[src/hdl/i8mm_pkg.sv]
// Shared types and constants for the int8 matrix multiply block.
// Used by the top level, the multiply-accumulate unit and the port checker.
// No dependencies.
package i8mm_pkg;

  // Field widths of the command, result and configuration words
  localparam int FUNC_W     = 2;
  localparam int IDX_W      = 6;
  localparam int ELEM_W     = 8;
  localparam int PROD_W     = 22;
  localparam int DIM_W      = 5;
  localparam int INNER_W    = 7;
  localparam int CFG_IDX_W  = 2;
  localparam int CFG_DATA_W = 7;

  // Product of two signed bytes: -128 * -128 still fits in 16 bits signed
  localparam int MUL_W = 2 * ELEM_W;

  // Default store geometry
  localparam int MAX_ROWS_DEF  = 16;
  localparam int MAX_COLS_DEF  = 16;
  localparam int MAX_INNER_DEF = 64;

  // Reset values of the configuration registers
  localparam logic [DIM_W-1:0]   ROWS_RST  = DIM_W'(16);
  localparam logic [DIM_W-1:0]   COLS_RST  = DIM_W'(16);
  localparam logic [INNER_W-1:0] INNER_RST = INNER_W'(64);

  // Configuration register indexes
  localparam logic [CFG_IDX_W-1:0] CFG_ROWS  = CFG_IDX_W'(0);
  localparam logic [CFG_IDX_W-1:0] CFG_COLS  = CFG_IDX_W'(1);
  localparam logic [CFG_IDX_W-1:0] CFG_INNER = CFG_IDX_W'(2);

  // Result status codes
  localparam logic STATUS_OK    = 1'b0;
  localparam logic STATUS_RANGE = 1'b1;

  // Command function codes
  typedef enum logic [FUNC_W-1:0] {
    FUNC_LOAD_A  = 2'd0,
    FUNC_LOAD_B  = 2'd1,
    FUNC_COMPUTE = 2'd2
  } i8mm_func_e;

  // Sequencer states
  typedef enum logic [1:0] {
    ST_IDLE,
    ST_RUN,
    ST_DRAIN
  } i8mm_state_e;

  // Control from the sequencer to the multiply-accumulate unit
  typedef struct packed {
    logic clear;
    logic valid;
  } i8mm_mac_ctl_t;

endpackage

[src/hdl/i8mm_mac.sv]
// Shared signed 8x8 multiply-accumulate unit with a registered product stage.
// Depends on i8mm_pkg for widths and the control struct.
module i8mm_mac #(
  parameter int ACC_W = 24
) (
  input  logic                                 clk_i,
  input  logic                                 rst_ni,
  input  i8mm_pkg::i8mm_mac_ctl_t              ctl_i,
  input  logic signed [i8mm_pkg::ELEM_W-1:0]   a_i,
  input  logic signed [i8mm_pkg::ELEM_W-1:0]   b_i,
  output logic signed [ACC_W-1:0]              acc_o,
  output logic                                 busy_o
);
  import i8mm_pkg::*;

  logic signed [MUL_W-1:0] prod_q;
  logic signed [ACC_W-1:0] acc_q;
  logic                    prod_vld_q;

  // Track a product in flight
  always_ff @(posedge clk_i or negedge rst_ni) begin
    if (!rst_ni) begin
      prod_vld_q <= 1'b0;
    end else begin
      prod_vld_q <= ctl_i.valid;
    end
  end

  // Multiply, then add the registered product into the sum
  always_ff @(posedge clk_i) begin
    prod_q <= MUL_W'(a_i * b_i);
    if (ctl_i.clear) begin
      acc_q <= '0;
    end else if (prod_vld_q) begin
      acc_q <= acc_q + ACC_W'(prod_q);
    end
  end

  assign acc_o  = acc_q;
  assign busy_o = prod_vld_q;

endmodule

[config.mk]
export PLATFORM = sky130hd
export DESIGN_NAME = i8mm_mac
export DESIGN_NICKNAME = d
export VERILOG_FILES = /design/src/hdl/i8mm_pkg.sv /design/src/hdl/i8mm_mac.sv
export SDC_FILE = /design/constraint.sdc
export NUM_CORES = 1
export LEC_CHECK = 0
export BUFFER_PORTS_ARGS = -buffer_cell sky130_fd_sc_hd__buf_2
export CAP_MARGIN = 15
export CORE_UTILIZATION = 55
export CTS_CLUSTER_SIZE = 20
export DETAILED_ROUTE_END_ITERATION = 16
export GPL_TIMING_DRIVEN = 0
export PLACE_DENSITY = 0.75
export SYNTH_ARGS = -nofsm -noshare
export SYNTH_HDL_FRONTEND = slang
export SYNTH_SLANG_ARGS = --single-unit
[constraint.sdc]
create_clock -name clk_i -period 7.1 [get_ports clk_i]
set_input_delay 1.065 -clock clk_i [delete_from_list [all_inputs] [get_ports clk_i]]
set_output_delay 1.065 -clock clk_i [all_outputs]
set_load 0.02 [all_outputs]
Yosys cells after proc, flatten, opt, wreduce, memory -nomap -nowiden
Cells that the tools add are included.
{ "classes": {"add_sub_neg": 1, "multipliers": 1} }
{ "op_table": {"columns": ["op", "count"], "rows": [
  ["$add 24x16->24", 1],
  ["$mul 8x8->16", 1]
]} }
{ "word_totals": {"inputBits": 20, "out_inout_bits": 25, "reg_bits": 41} }

Longest topological paths before layout
Gate-level depths: netlist (run 1).
{ "logic_depth": {"depth_word": 1, "ltp_mapped": 19, "ltp_nobuf": 19} }

Least setup slack after synthesis (run 1)
No wires, ideal clock.
{ "synth_path": {"path_type": "input to register", "from": "in b_i[4] (netlist name)", "to": "reg prod_q[15]", "stages": 17, "setup_time_ns": 0.120, "setup_slack_ns": 2.074, "required_time_ns": 6.980, "arrival_time_ns": 4.905, "path_cell_list": "and2_1 -> fa_1 -> inv_1 -> fa_1 -> inv_1 -> fa_1 -> inv_1 -> fa_1 -> inv_1 -> ha_1 -> nand2_1 -> a2bb2oi_1 -> a21oi_1 -> and4_1 -> a2111oi_2 -> a21oi_1 -> xnor2_1"} }
{ "synth_between": {"elab_chain_cells": 1} }
{ "synth_lines": {"columns": ["element", "line_no", "text"], "rows": [
  ["from (decl)", "i8mm_mac.sv:10", "input logic signed [i8mm_pkg::ELEM_W-1:0] b_i,"],
  ["$mul 8x8->16", "i8mm_mac.sv:31", "prod_q <= MUL_W'(a_i * b_i);"],
  ["to (signal assigned)", "i8mm_mac.sv:31", null],
  ["to (decl)", "i8mm_mac.sv:16", "logic signed [MUL_W-1:0] prod_q;"]
]} }
Every way passes these cells.
A chain may end at the register's enable or synchronous reset.

Worst setup path in the final report (run 1)
Ends and elaborated chain as after synthesis.

==> results of run 1 <==
[registers in the layout, indices dropped and copies added (netlist names)]
register  count
acc_o        24
busy_o        1
prod_q       16
[cell usage after synthesis, drive strengths merged (3+ instances only)]
library cell / number / share of area, %
nand2: 40 / 3.0
nor2b: 8 / 1.0
and2: 42 / 5.3
clkbuf: 9 / 0.94
o21bai: 4 / 0.61
dfxtp: 40 / 16
nor3b: 4 / 0.61
nand3: 3 / 0.30
mux2i: 15 / 3.0
a21oi: 31 / 3.2
ha: 52 / 13
buf: 4 / 0.56
o21ai: 17 / 1.7
xnor2: 20 / 3.5
o22ai: 4 / 0.51
xor2: 13 / 2.3
a31oi: 5 / 0.63
nand2b: 8 / 1.0
nor3: 4 / 0.40
a211o: 3 / 0.56
inv: 86 / 6.5
a221oi: 4 / 0.83
nor2: 33 / 2.5
fa: 56 / 23
and3: 3 / 0.40
a21o: 12 / 1.9
[area by class of cell]
| cell class | instances | area (um2) |
|---|---|---|
| well taps | 108 | 135 |
| plain buffers | 13 | 73.8 |
| repair buffers | 44 | 220 |
| clock inverters | 3 | 22.5 |
| clock buffers | 5 | 68.8 |
| fillers | 751 | 3320 |
| inverters | 86 | 323 |
| flip-flops and latches | 41 | 826 |
| multi-input cells | 414 | 3730 |
[final timing paths]
kind | cells after the start | end | start | slack [ns]
worst max register to register | 10 | acc_o[14] | acc_o[0] | 4.27
min in group asynchronous | 1 | busy_o | rst_ni | 0.52
worst min register to register | 2 | acc_o[20] | acc_o[20] | 0.48
worst min-delay path | 2 | acc_o[20] | acc_o[20] | 0.48
max in group asynchronous | 1 | busy_o | rst_ni | 6.50
worst max-delay path | 18 | prod_q[15] | b_i[4] | 1.99
[report_power, final]
| group | total, mW | switching [mW] | internal (mW) |
|---|---|---|---|
| Clock | 0.157 | 0.0880 | 0.0689 |
| Combinational | 1.66 | 0.929 | 0.730 |
| Sequential | 0.389 | 0.0603 | 0.328 |
| Total | 2.20 | 1.08 | 1.13 |
[per-layer routing]
layer | GRT usage, % | vias up | part of all wire, %
li1 | - | 1922 | -
met1 | 27.2 | 1824 | 46
met2 | 38.7 | 91 | 49
met3 | 1.95 | 23 | 3.1
met4 | 7.58 | 0 | 2.1
met5 | 0 | - | 0
[through the flow]
step | area, um2 | utilization [%] | hold WS [ns] | instances
after floorplan | 4950 | - | 0.549 | 554
after global placement | 5310 | 60.8 | 0.461 | 706
after detailed placement | 5310 | 60.8 | 0.471 | 706
after CTS | 5400 | 61.9 | 0.485 | 714
after global routing | 5400 | 61.9 | 0.512 | 714
final | 5400 | 61.9 | 0.483 | 714
[worst max-delay path, stage by stage]
cell	delay, ns
buf_2	0.15
and2_1	0.19
fa_1	0.54
inv_1	0.05
fa_1	0.47
inv_1	0.05
fa_1	0.52
inv_1	0.05
fa_1	0.52
inv_1	0.04
ha_1	0.34
nand2_1	0.08
a2bb2oi_1	0.20
a21oi_1	0.12
and4_1	0.23
a2111oi_2	0.41
a21oi_1	0.14
xnor2_1	0.15
[cell families after synthesis]
kind of cell | count (synthesis) | synth area share (%)
simple gates | 156 | 16.2
fa+ha+maj | 108 | 35.8
compound gates | 100 | 14.0
buf+inv | 99 | 8.01
flops | 41 | 16.7
xor+xnor | 33 | 5.84
mux | 17 | 3.49
==> flow_summary.toml, run 1 <==
[run_status]
status = "finished, final reports clean"

[sta]
worstMarginPinSlew_ns = 0.628
final_max_slew_viol_count = 0
tns_ns = 0
fmax_mhz = 196
fin_skew_ns = 0.00918
min_period_over_period_pct = 72.0
fin_ws_ns = 1.99
rsz0062_at_grt = "false"
setup_violations = 0
relSlewSlack_pct = 58.2
period_minus_slack_ns = 5.11
finalHoldViolCount = 0

[place]
pre_cts_ws_ns = 1.63
place_congestion = 0.887
numPortBuffers = 44
hpwlAfterDp_um = 8130

[clock_network]
cts_tree = "yes"
hold_buffers = 0
clk_pin_slew_ns = 0.09
clock-sinks = 41
cts_resized = 0
clk_root_buffer_cell = "clkbuf_8"
clockBufferDepth = 2
clock_latency_ns = 0.31
cts_buffers = 5
postCtsSetupRepairBufs = 0
htreeDepth = 2

[cells_and_area]
drive_gt1_share_pct = 12.0
antenna_cells = 0
final_common_cell = "inv_1"
fin_nets = 733
final_cell_mix = "86 x inv_1, 56 x fa_1, 52 x ha_1"
area_delta_synth_final_pct = 9.02

[synthesis]
synthesis.area_um2 = 4950
synth_ff_type = "dfxtp_1"
postSynthAreaPerCell_um2 = 8.93
yosysWarningCount = 0
ys_types = 62
ys_seq_area_share_pct = 16.7
synth_edf_count = 0
synth_nets = 682
synth_seq_cells = 41
async_reset_ff_share_pct = 2.44
synthCells = 554

[detailed_routing]
routedWlPerCell_um = 13.7
vias = 3860
drtIter0Drc = 136
ant_nets = 0
first_pass_iters = 4
routed_wl_um = 9800
drc = 0
via_per_inst = 5.41

[global_routing]
grt_usage_pct = 21.7
antenna_found_initial = 0
gr-total-overflow = 0
grt_max_degree = 15
grt_pass1_vias = 3760
grt_pass1_wl_um = 16800

[setup_path]
crit_path_max_fanout = 8
cp.arrival_ns = 5.31
cp-start-kind = "input port"
crit_type = "in2reg"
worstSetupEndpointType = "flip-flop"
cp_data_required_time_ns = 7.30

[floorplanning]
dieWidth_um = 96.9
die_h_um = 96.9
ios = 45
dieArea_um2 = 9380
start_util_pct = 56.8
core-area_um2 = 8720
row_count = 34

[pwr]
p_per_area_nw_per_um2 = 408
fin_total_pwr_mw = 2.20
leakagePower_nw = 2.72
ir_drop_v = 0.000167

[flow_run]
drv_cap = 0

[min_path]
hold_class = "reg2reg"
(Power assumes the default switching activity.)
==> inputs of run 2 (changes only) <==
- clock period: 7.1 -> 4.9 ns (I/O delays scaled with it)
==> flow_summary.toml, run 2 (same netlist as run 1, synthesis figures left out) <==
[pwr]
p_seq_share_pct = 17.4
intPower_mw = 1.65
leakagePower_nw = 2.73
fin_total_pwr_mw = 3.23
p_sw_mw = 1.58
ir_drop_v = 0.000242
swShare_pct = 49.0
power_frac_comb_pct = 75.6
p_per_area_nw_per_um2 = 597
clkPwrFrac_pct = 7.0

[floorplanning]
die_h_um = 96.9
start_util_pct = 56.8
row_count = 34
dieArea_um2 = 9380
ios = 45
dieWidth_um = 96.9
core-area_um2 = 8720

[global_routing]
grt_pass1_wl_um = 16800
antenna_found_initial = 0
grt_max_degree = 15
gr-total-overflow = 0
grt_usage_pct = 21.7
grt_pass1_vias = 3760

[setup_path]
rr_endpoint = "acc_o[14]"
r2r-start = "acc_o[0]"
worstSetupEndpointType = "flip-flop"
crit_path_max_fanout = 8
cp-start-kind = "input port"
cp_data_required_time_ns = 5.09
r2r_slack_ns = 2.07
max_stage_delay_ns = 0.54
cp.arrival_ns = 4.91
cp_cell_sequence = "buf_2 -> and2_1 -> inv_1 -> fa_1 -> inv_1 -> fa_1 -> fa_1 -> inv_1 -> fa_1 -> inv_1 -> ha_1 -> or2_2 -> a21oi_1 -> a21oi_2 -> and4_1 -> or3_1"
path_buf_inv = 5
cpMaxStageDelayCell = "fa_1"
critical-path-top-delay-family = "adder cells"
ff2ff_path_depth = 10
crit_type = "in2reg"

[clock_network]
cts_resized = 0
clk_root_buffer_cell = "clkbuf_8"
cts_tree = "yes"
clockBufferDepth = 2
clk_pin_slew_ns = 0.08
clock-sinks = 41
htreeDepth = 2
postCtsSetupRepairBufs = 0
clock_latency_ns = 0.30
cts_buffers = 5
hold_buffers = 0

[run_status]
status = "finished, final reports clean"

[flow_run]
drv_cap = 0

[sta]
fmax_mhz = 212
final_max_slew_viol_count = 0
setup_violations = 0
period_minus_slack_ns = 4.72
fin_skew_ns = 0.00768
fin_ws_ns = 0.179
worstMarginPinSlew_ns = 0.623
finalHoldViolCount = 0
tns_ns = 0
relSlewSlack_pct = 58.5
min_period_over_period_pct = 96.3

[cells_and_area]
final_common_cell = "inv_1"
area_delta_synth_final_pct = 9.48
final_cells = 714
fin_nets = 733
n_fill_cell = 748
drive_gt1_share_pct = 12.4
final_cell_mix = "86 x inv_1, 56 x fa_1, 52 x ha_1"
multiInputGateArea_um2 = 3750
largest_register_ffs = 24
seq_area_um2 = 826
utilization_pct = 62.1
antenna_cells = 0

[detailed_routing]
first_pass_iters = 4
routed_wl_um = 9830
via_per_inst = 5.41
drc = 0
vias = 3861
ant_nets = 0
routedWlPerCell_um = 13.8
drtIter0Drc = 188

[place]
numPortBuffers = 44
pre_cts_ws_ns = -0.244
dp.cells = 706
place_congestion = 0.887
hpwlAfterDp_um = 8130

[min_path]
hold_class = "in2async"
==> run 2: per-layer routing <==
layer  global-route usage [%]  share of wire (%)  vias up
li1                         -                  -     1923
met5                        0                  0        -
met1                     27.2                 46     1823
met3                     1.95                3.2       22
met2                     38.7                 49       93
met4                     7.58                2.1        0
==> run 2: final cells by class <==
class                      count  share of cell area (%)
buffer                        13                    1.36
clock buffer                   5                    1.27
clock inverter                 3                   0.416
inverter                      86                    5.96
multi-input combinational    414                    69.2
sequential                    41                    15.2
tap                          108                    2.49
timing repair buffer          44                    4.06
==> run 2: per-stage QoR <==
stage / instance area, um2 / hold WS [ns]
finish: 5420 / 0.192
floorplan: 4950 / 0.439
global placement: 5310 / 0.461
global route: 5420 / 0.182
detailed placement: 5310 / 0.471
CTS: 5400 / 0.190
==> run 2: worst max-delay path by stage <==
stage,depth (start not counted),slack [ns],from,to
floorplan,17,0.20,b_i[4],prod_q[15]
global placement,18,-0.20,b_i[4],prod_q[15]
detailed placement,18,-0.24,b_i[4],prod_q[15]
CTS,18,0.08,b_i[4],prod_q[15]
global route,16,-0.02,b_i[2],prod_q[14]
finish,16,0.18,b_i[3],prod_q[14]
==> run 2: power groups by stage <==
| stage | Combinational, mW | Clock [mW] | Sequential [mW] |
|---|---|---|---|
| 5_1_grt | 2.75 | 0.245 | 0.576 |
| 4_1_cts | 2.40 | 0.230 | 0.562 |
| 3_3_place_gp | 2.30 | 0 | 0.564 |
| 6_report | 2.44 | 0.226 | 0.563 |
| 3_5_place_dp | 2.39 | 0 | 0.570 |
| 2_1_floorplan | 1.87 | 0 | 0.625 |
==> inputs of run 3 (changes only) <==
--- a/config.mk
+++ b/config.mk
@@ -6,5 +6,5 @@
 export NUM_CORES = 1
 export LEC_CHECK = 0
-export BUFFER_PORTS_ARGS = -buffer_cell sky130_fd_sc_hd__buf_2
+export BUFFER_PORTS_ARGS = -buffer_cell sky130_fd_sc_hd__buf_4
 export CAP_MARGIN = 15
 export CORE_UTILIZATION = 55
==> constraint.sdc (replaced) <==
create_clock -name clk_i -period 4.9 [get_ports clk_i]
set_input_delay 0.98 -clock clk_i [delete_from_list [all_inputs] [get_ports clk_i]]
set_output_delay 0.98 -clock clk_i [all_outputs]
set_load 0.02 [all_outputs]
==> flow_summary.toml, run 3 (same netlist as run 1, synthesis figures left out) <==
[floorplanning]
die_h_um = 96.9
row_count = 34
start_util_pct = 56.8
dieWidth_um = 96.9
dieArea_um2 = 9380
core-area_um2 = 8720
ios = 45

[pwr]
clkPwrFrac_pct = 8.0
power_frac_comb_pct = 75.6
p_sw_mw = 1.63
intPower_mw = 1.81
swShare_pct = 47.4
leakagePower_nw = 2.78
p_seq_share_pct = 16.4
p_per_area_nw_per_um2 = 613
ir_drop_v = 0.000274

[cells_and_area]
final_common_cell = "inv_1"
seq_area_um2 = 826
drive_gt1_share_pct = 14.1
fin_nets = 735
area_delta_synth_final_pct = 13.4
utilization_pct = 64.4
n_fill_cell = 709
largest_register_ffs = 24
antenna_cells = 0
final_cell_mix = "85 x inv_1, 55 x fa_1, 50 x ha_1"
multiInputGateArea_um2 = 3790

[detailed_routing]
drc = 0
via_per_inst = 5.42
drtIter0Drc = 135
routedWlPerCell_um = 13.9
ant_nets = 0
routed_wl_um = 9950
vias = 3884
first_pass_iters = 4

[clock_network]
cts_buffers = 5
clock_latency_ns = 0.30
clk_root_buffer_cell = "clkbuf_8"
hold_buffers = 0
htreeDepth = 2
clk_pin_slew_ns = 0.08
clock-sinks = 41
cts_tree = "yes"
clockBufferDepth = 2

[global_routing]
grt_pass1_vias = 3933
grt_usage_pct = 21.6
antenna_found_initial = 0
grt_max_degree = 15
gr-total-overflow = 0
grt_pass1_wl_um = 17000

[setup_path]
critical-path-top-delay-family = "adder cells"
max_stage_delay_ns = 0.54
r2r-start = "acc_o[0]"
critPathLaunch = "b_i[4]"
cp-start-kind = "input port"
crit_path_max_fanout = 8
cp.arrival_ns = 4.99
cp_cell_sequence = "buf_4 -> and2_1 -> fa_1 -> inv_1 -> fa_1 -> inv_1 -> fa_1 -> inv_1 -> fa_1 -> inv_1 -> ha_4 -> nand2_1 -> a2bb2oi_2 -> a21oi_1 -> and4_1 -> a2111oi_4 -> a21oi_1 -> xnor2_1"
cpMaxStageDelayCell = "fa_1"
cp_data_required_time_ns = 5.09
crit_type = "in2reg"
path_buf_inv = 5
worstSetupEndpointType = "flip-flop"

[min_path]
hold_class = "in2async"

[place]
place_congestion = 0.893
hpwlAfterDp_um = 8230
pre_cts_ws_ns = -0.404
numPortBuffers = 44

[sta]
finalHoldViolCount = 0
fmax_mhz = 208
fin_ws_ns = 0.0925
hold_slack_ns = 0.446
final_max_slew_viol_count = 0
tns_ns = 0
worstMarginPinSlew_ns = 0.628
min_period_over_period_pct = 98.1
fin_skew_ns = 0.00689
setup_violations = 0
period_minus_slack_ns = 4.81
relSlewSlack_pct = 58.2

[run_status]
status = "finished, final reports clean"

[flow_run]
drv_cap = 0
==> run 3: cell count changes in the layout (fill, tap and decap cells not counted), moves of 2 or more <==
cell        before  now
buf_4            3   49
clkinvlp_4       3    1
ha_4             0    2
o21ai_2          0    2
o21ai_1          3    1
ha_1            52   50
buf_2           45    1
==> run 3: layer usage <==
metal	wire, um	track usage (%)
met5	0	0
met3	325	2.02
met1	4520	27.8
met4	172	5.86
met2	4930	38.6
==> run 3: final cells by class <==
cell class	count	share of cell area [%]
multi-input combinational	414	67.6
sequential	41	14.7
tap	108	2.41
buffer	13	1.32
inverter	86	5.75
clock inverter	3	0.825
timing repair buffer	46	6.15
clock buffer	5	1.23
==> run 3: path summary, 6_finish.rpt <==
path                              end  cells past startpoint  slack [ns]
max                        prod_q[15]                     18        0.09
min                            busy_o                      1        0.45
max reg2reg                 acc_o[14]                     10        2.05
min reg2reg                 acc_o[17]                      2        0.49
max in group asynchronous      busy_o                      1        4.38
min in group clk_i          acc_o[17]                      2        0.49
==> run 3: repair_timing <==
item	in CTS	in global routing
hold endpoints to repair	0	0
buffers inserted	0	2
resized for setup	3	11
pin swaps	1	5
setup endpoints to repair	2	2
==> run 3: per-stage QoR <==
step                      instances  power [mW]  area (um2)
after detailed placement        706        3.03        5430
after global routing            716        3.77        5610
after global placement          706        2.93        5430
final                           716        3.44        5610
after CTS                       714        3.33        5550
after floorplan                 554        2.51        4960
==> run 3: worst register-to-register path, cell delays in order (launching register included) <==
cell      delay [ns]
dfxtp_1         0.36
ha_1            0.20
inv_1           0.07
fa_1            0.39
nand2b_1        0.19
a21oi_1         0.20
o21ai_1         0.17
a311oi_4        0.37
a21oi_1         0.22
nor4b_1         0.46
a211o_1         0.17
==> run 3: power by group through the flow <==
stage                     Combinational [mW]  Clock, mW  Sequential (mW)
after floorplan                         1.88          0            0.625
after global placement                  2.36          0            0.567
after detailed placement                2.46          0            0.572
after CTS                               2.49      0.280            0.563
after global routing                    2.90      0.293            0.579
final                                   2.60      0.274            0.564
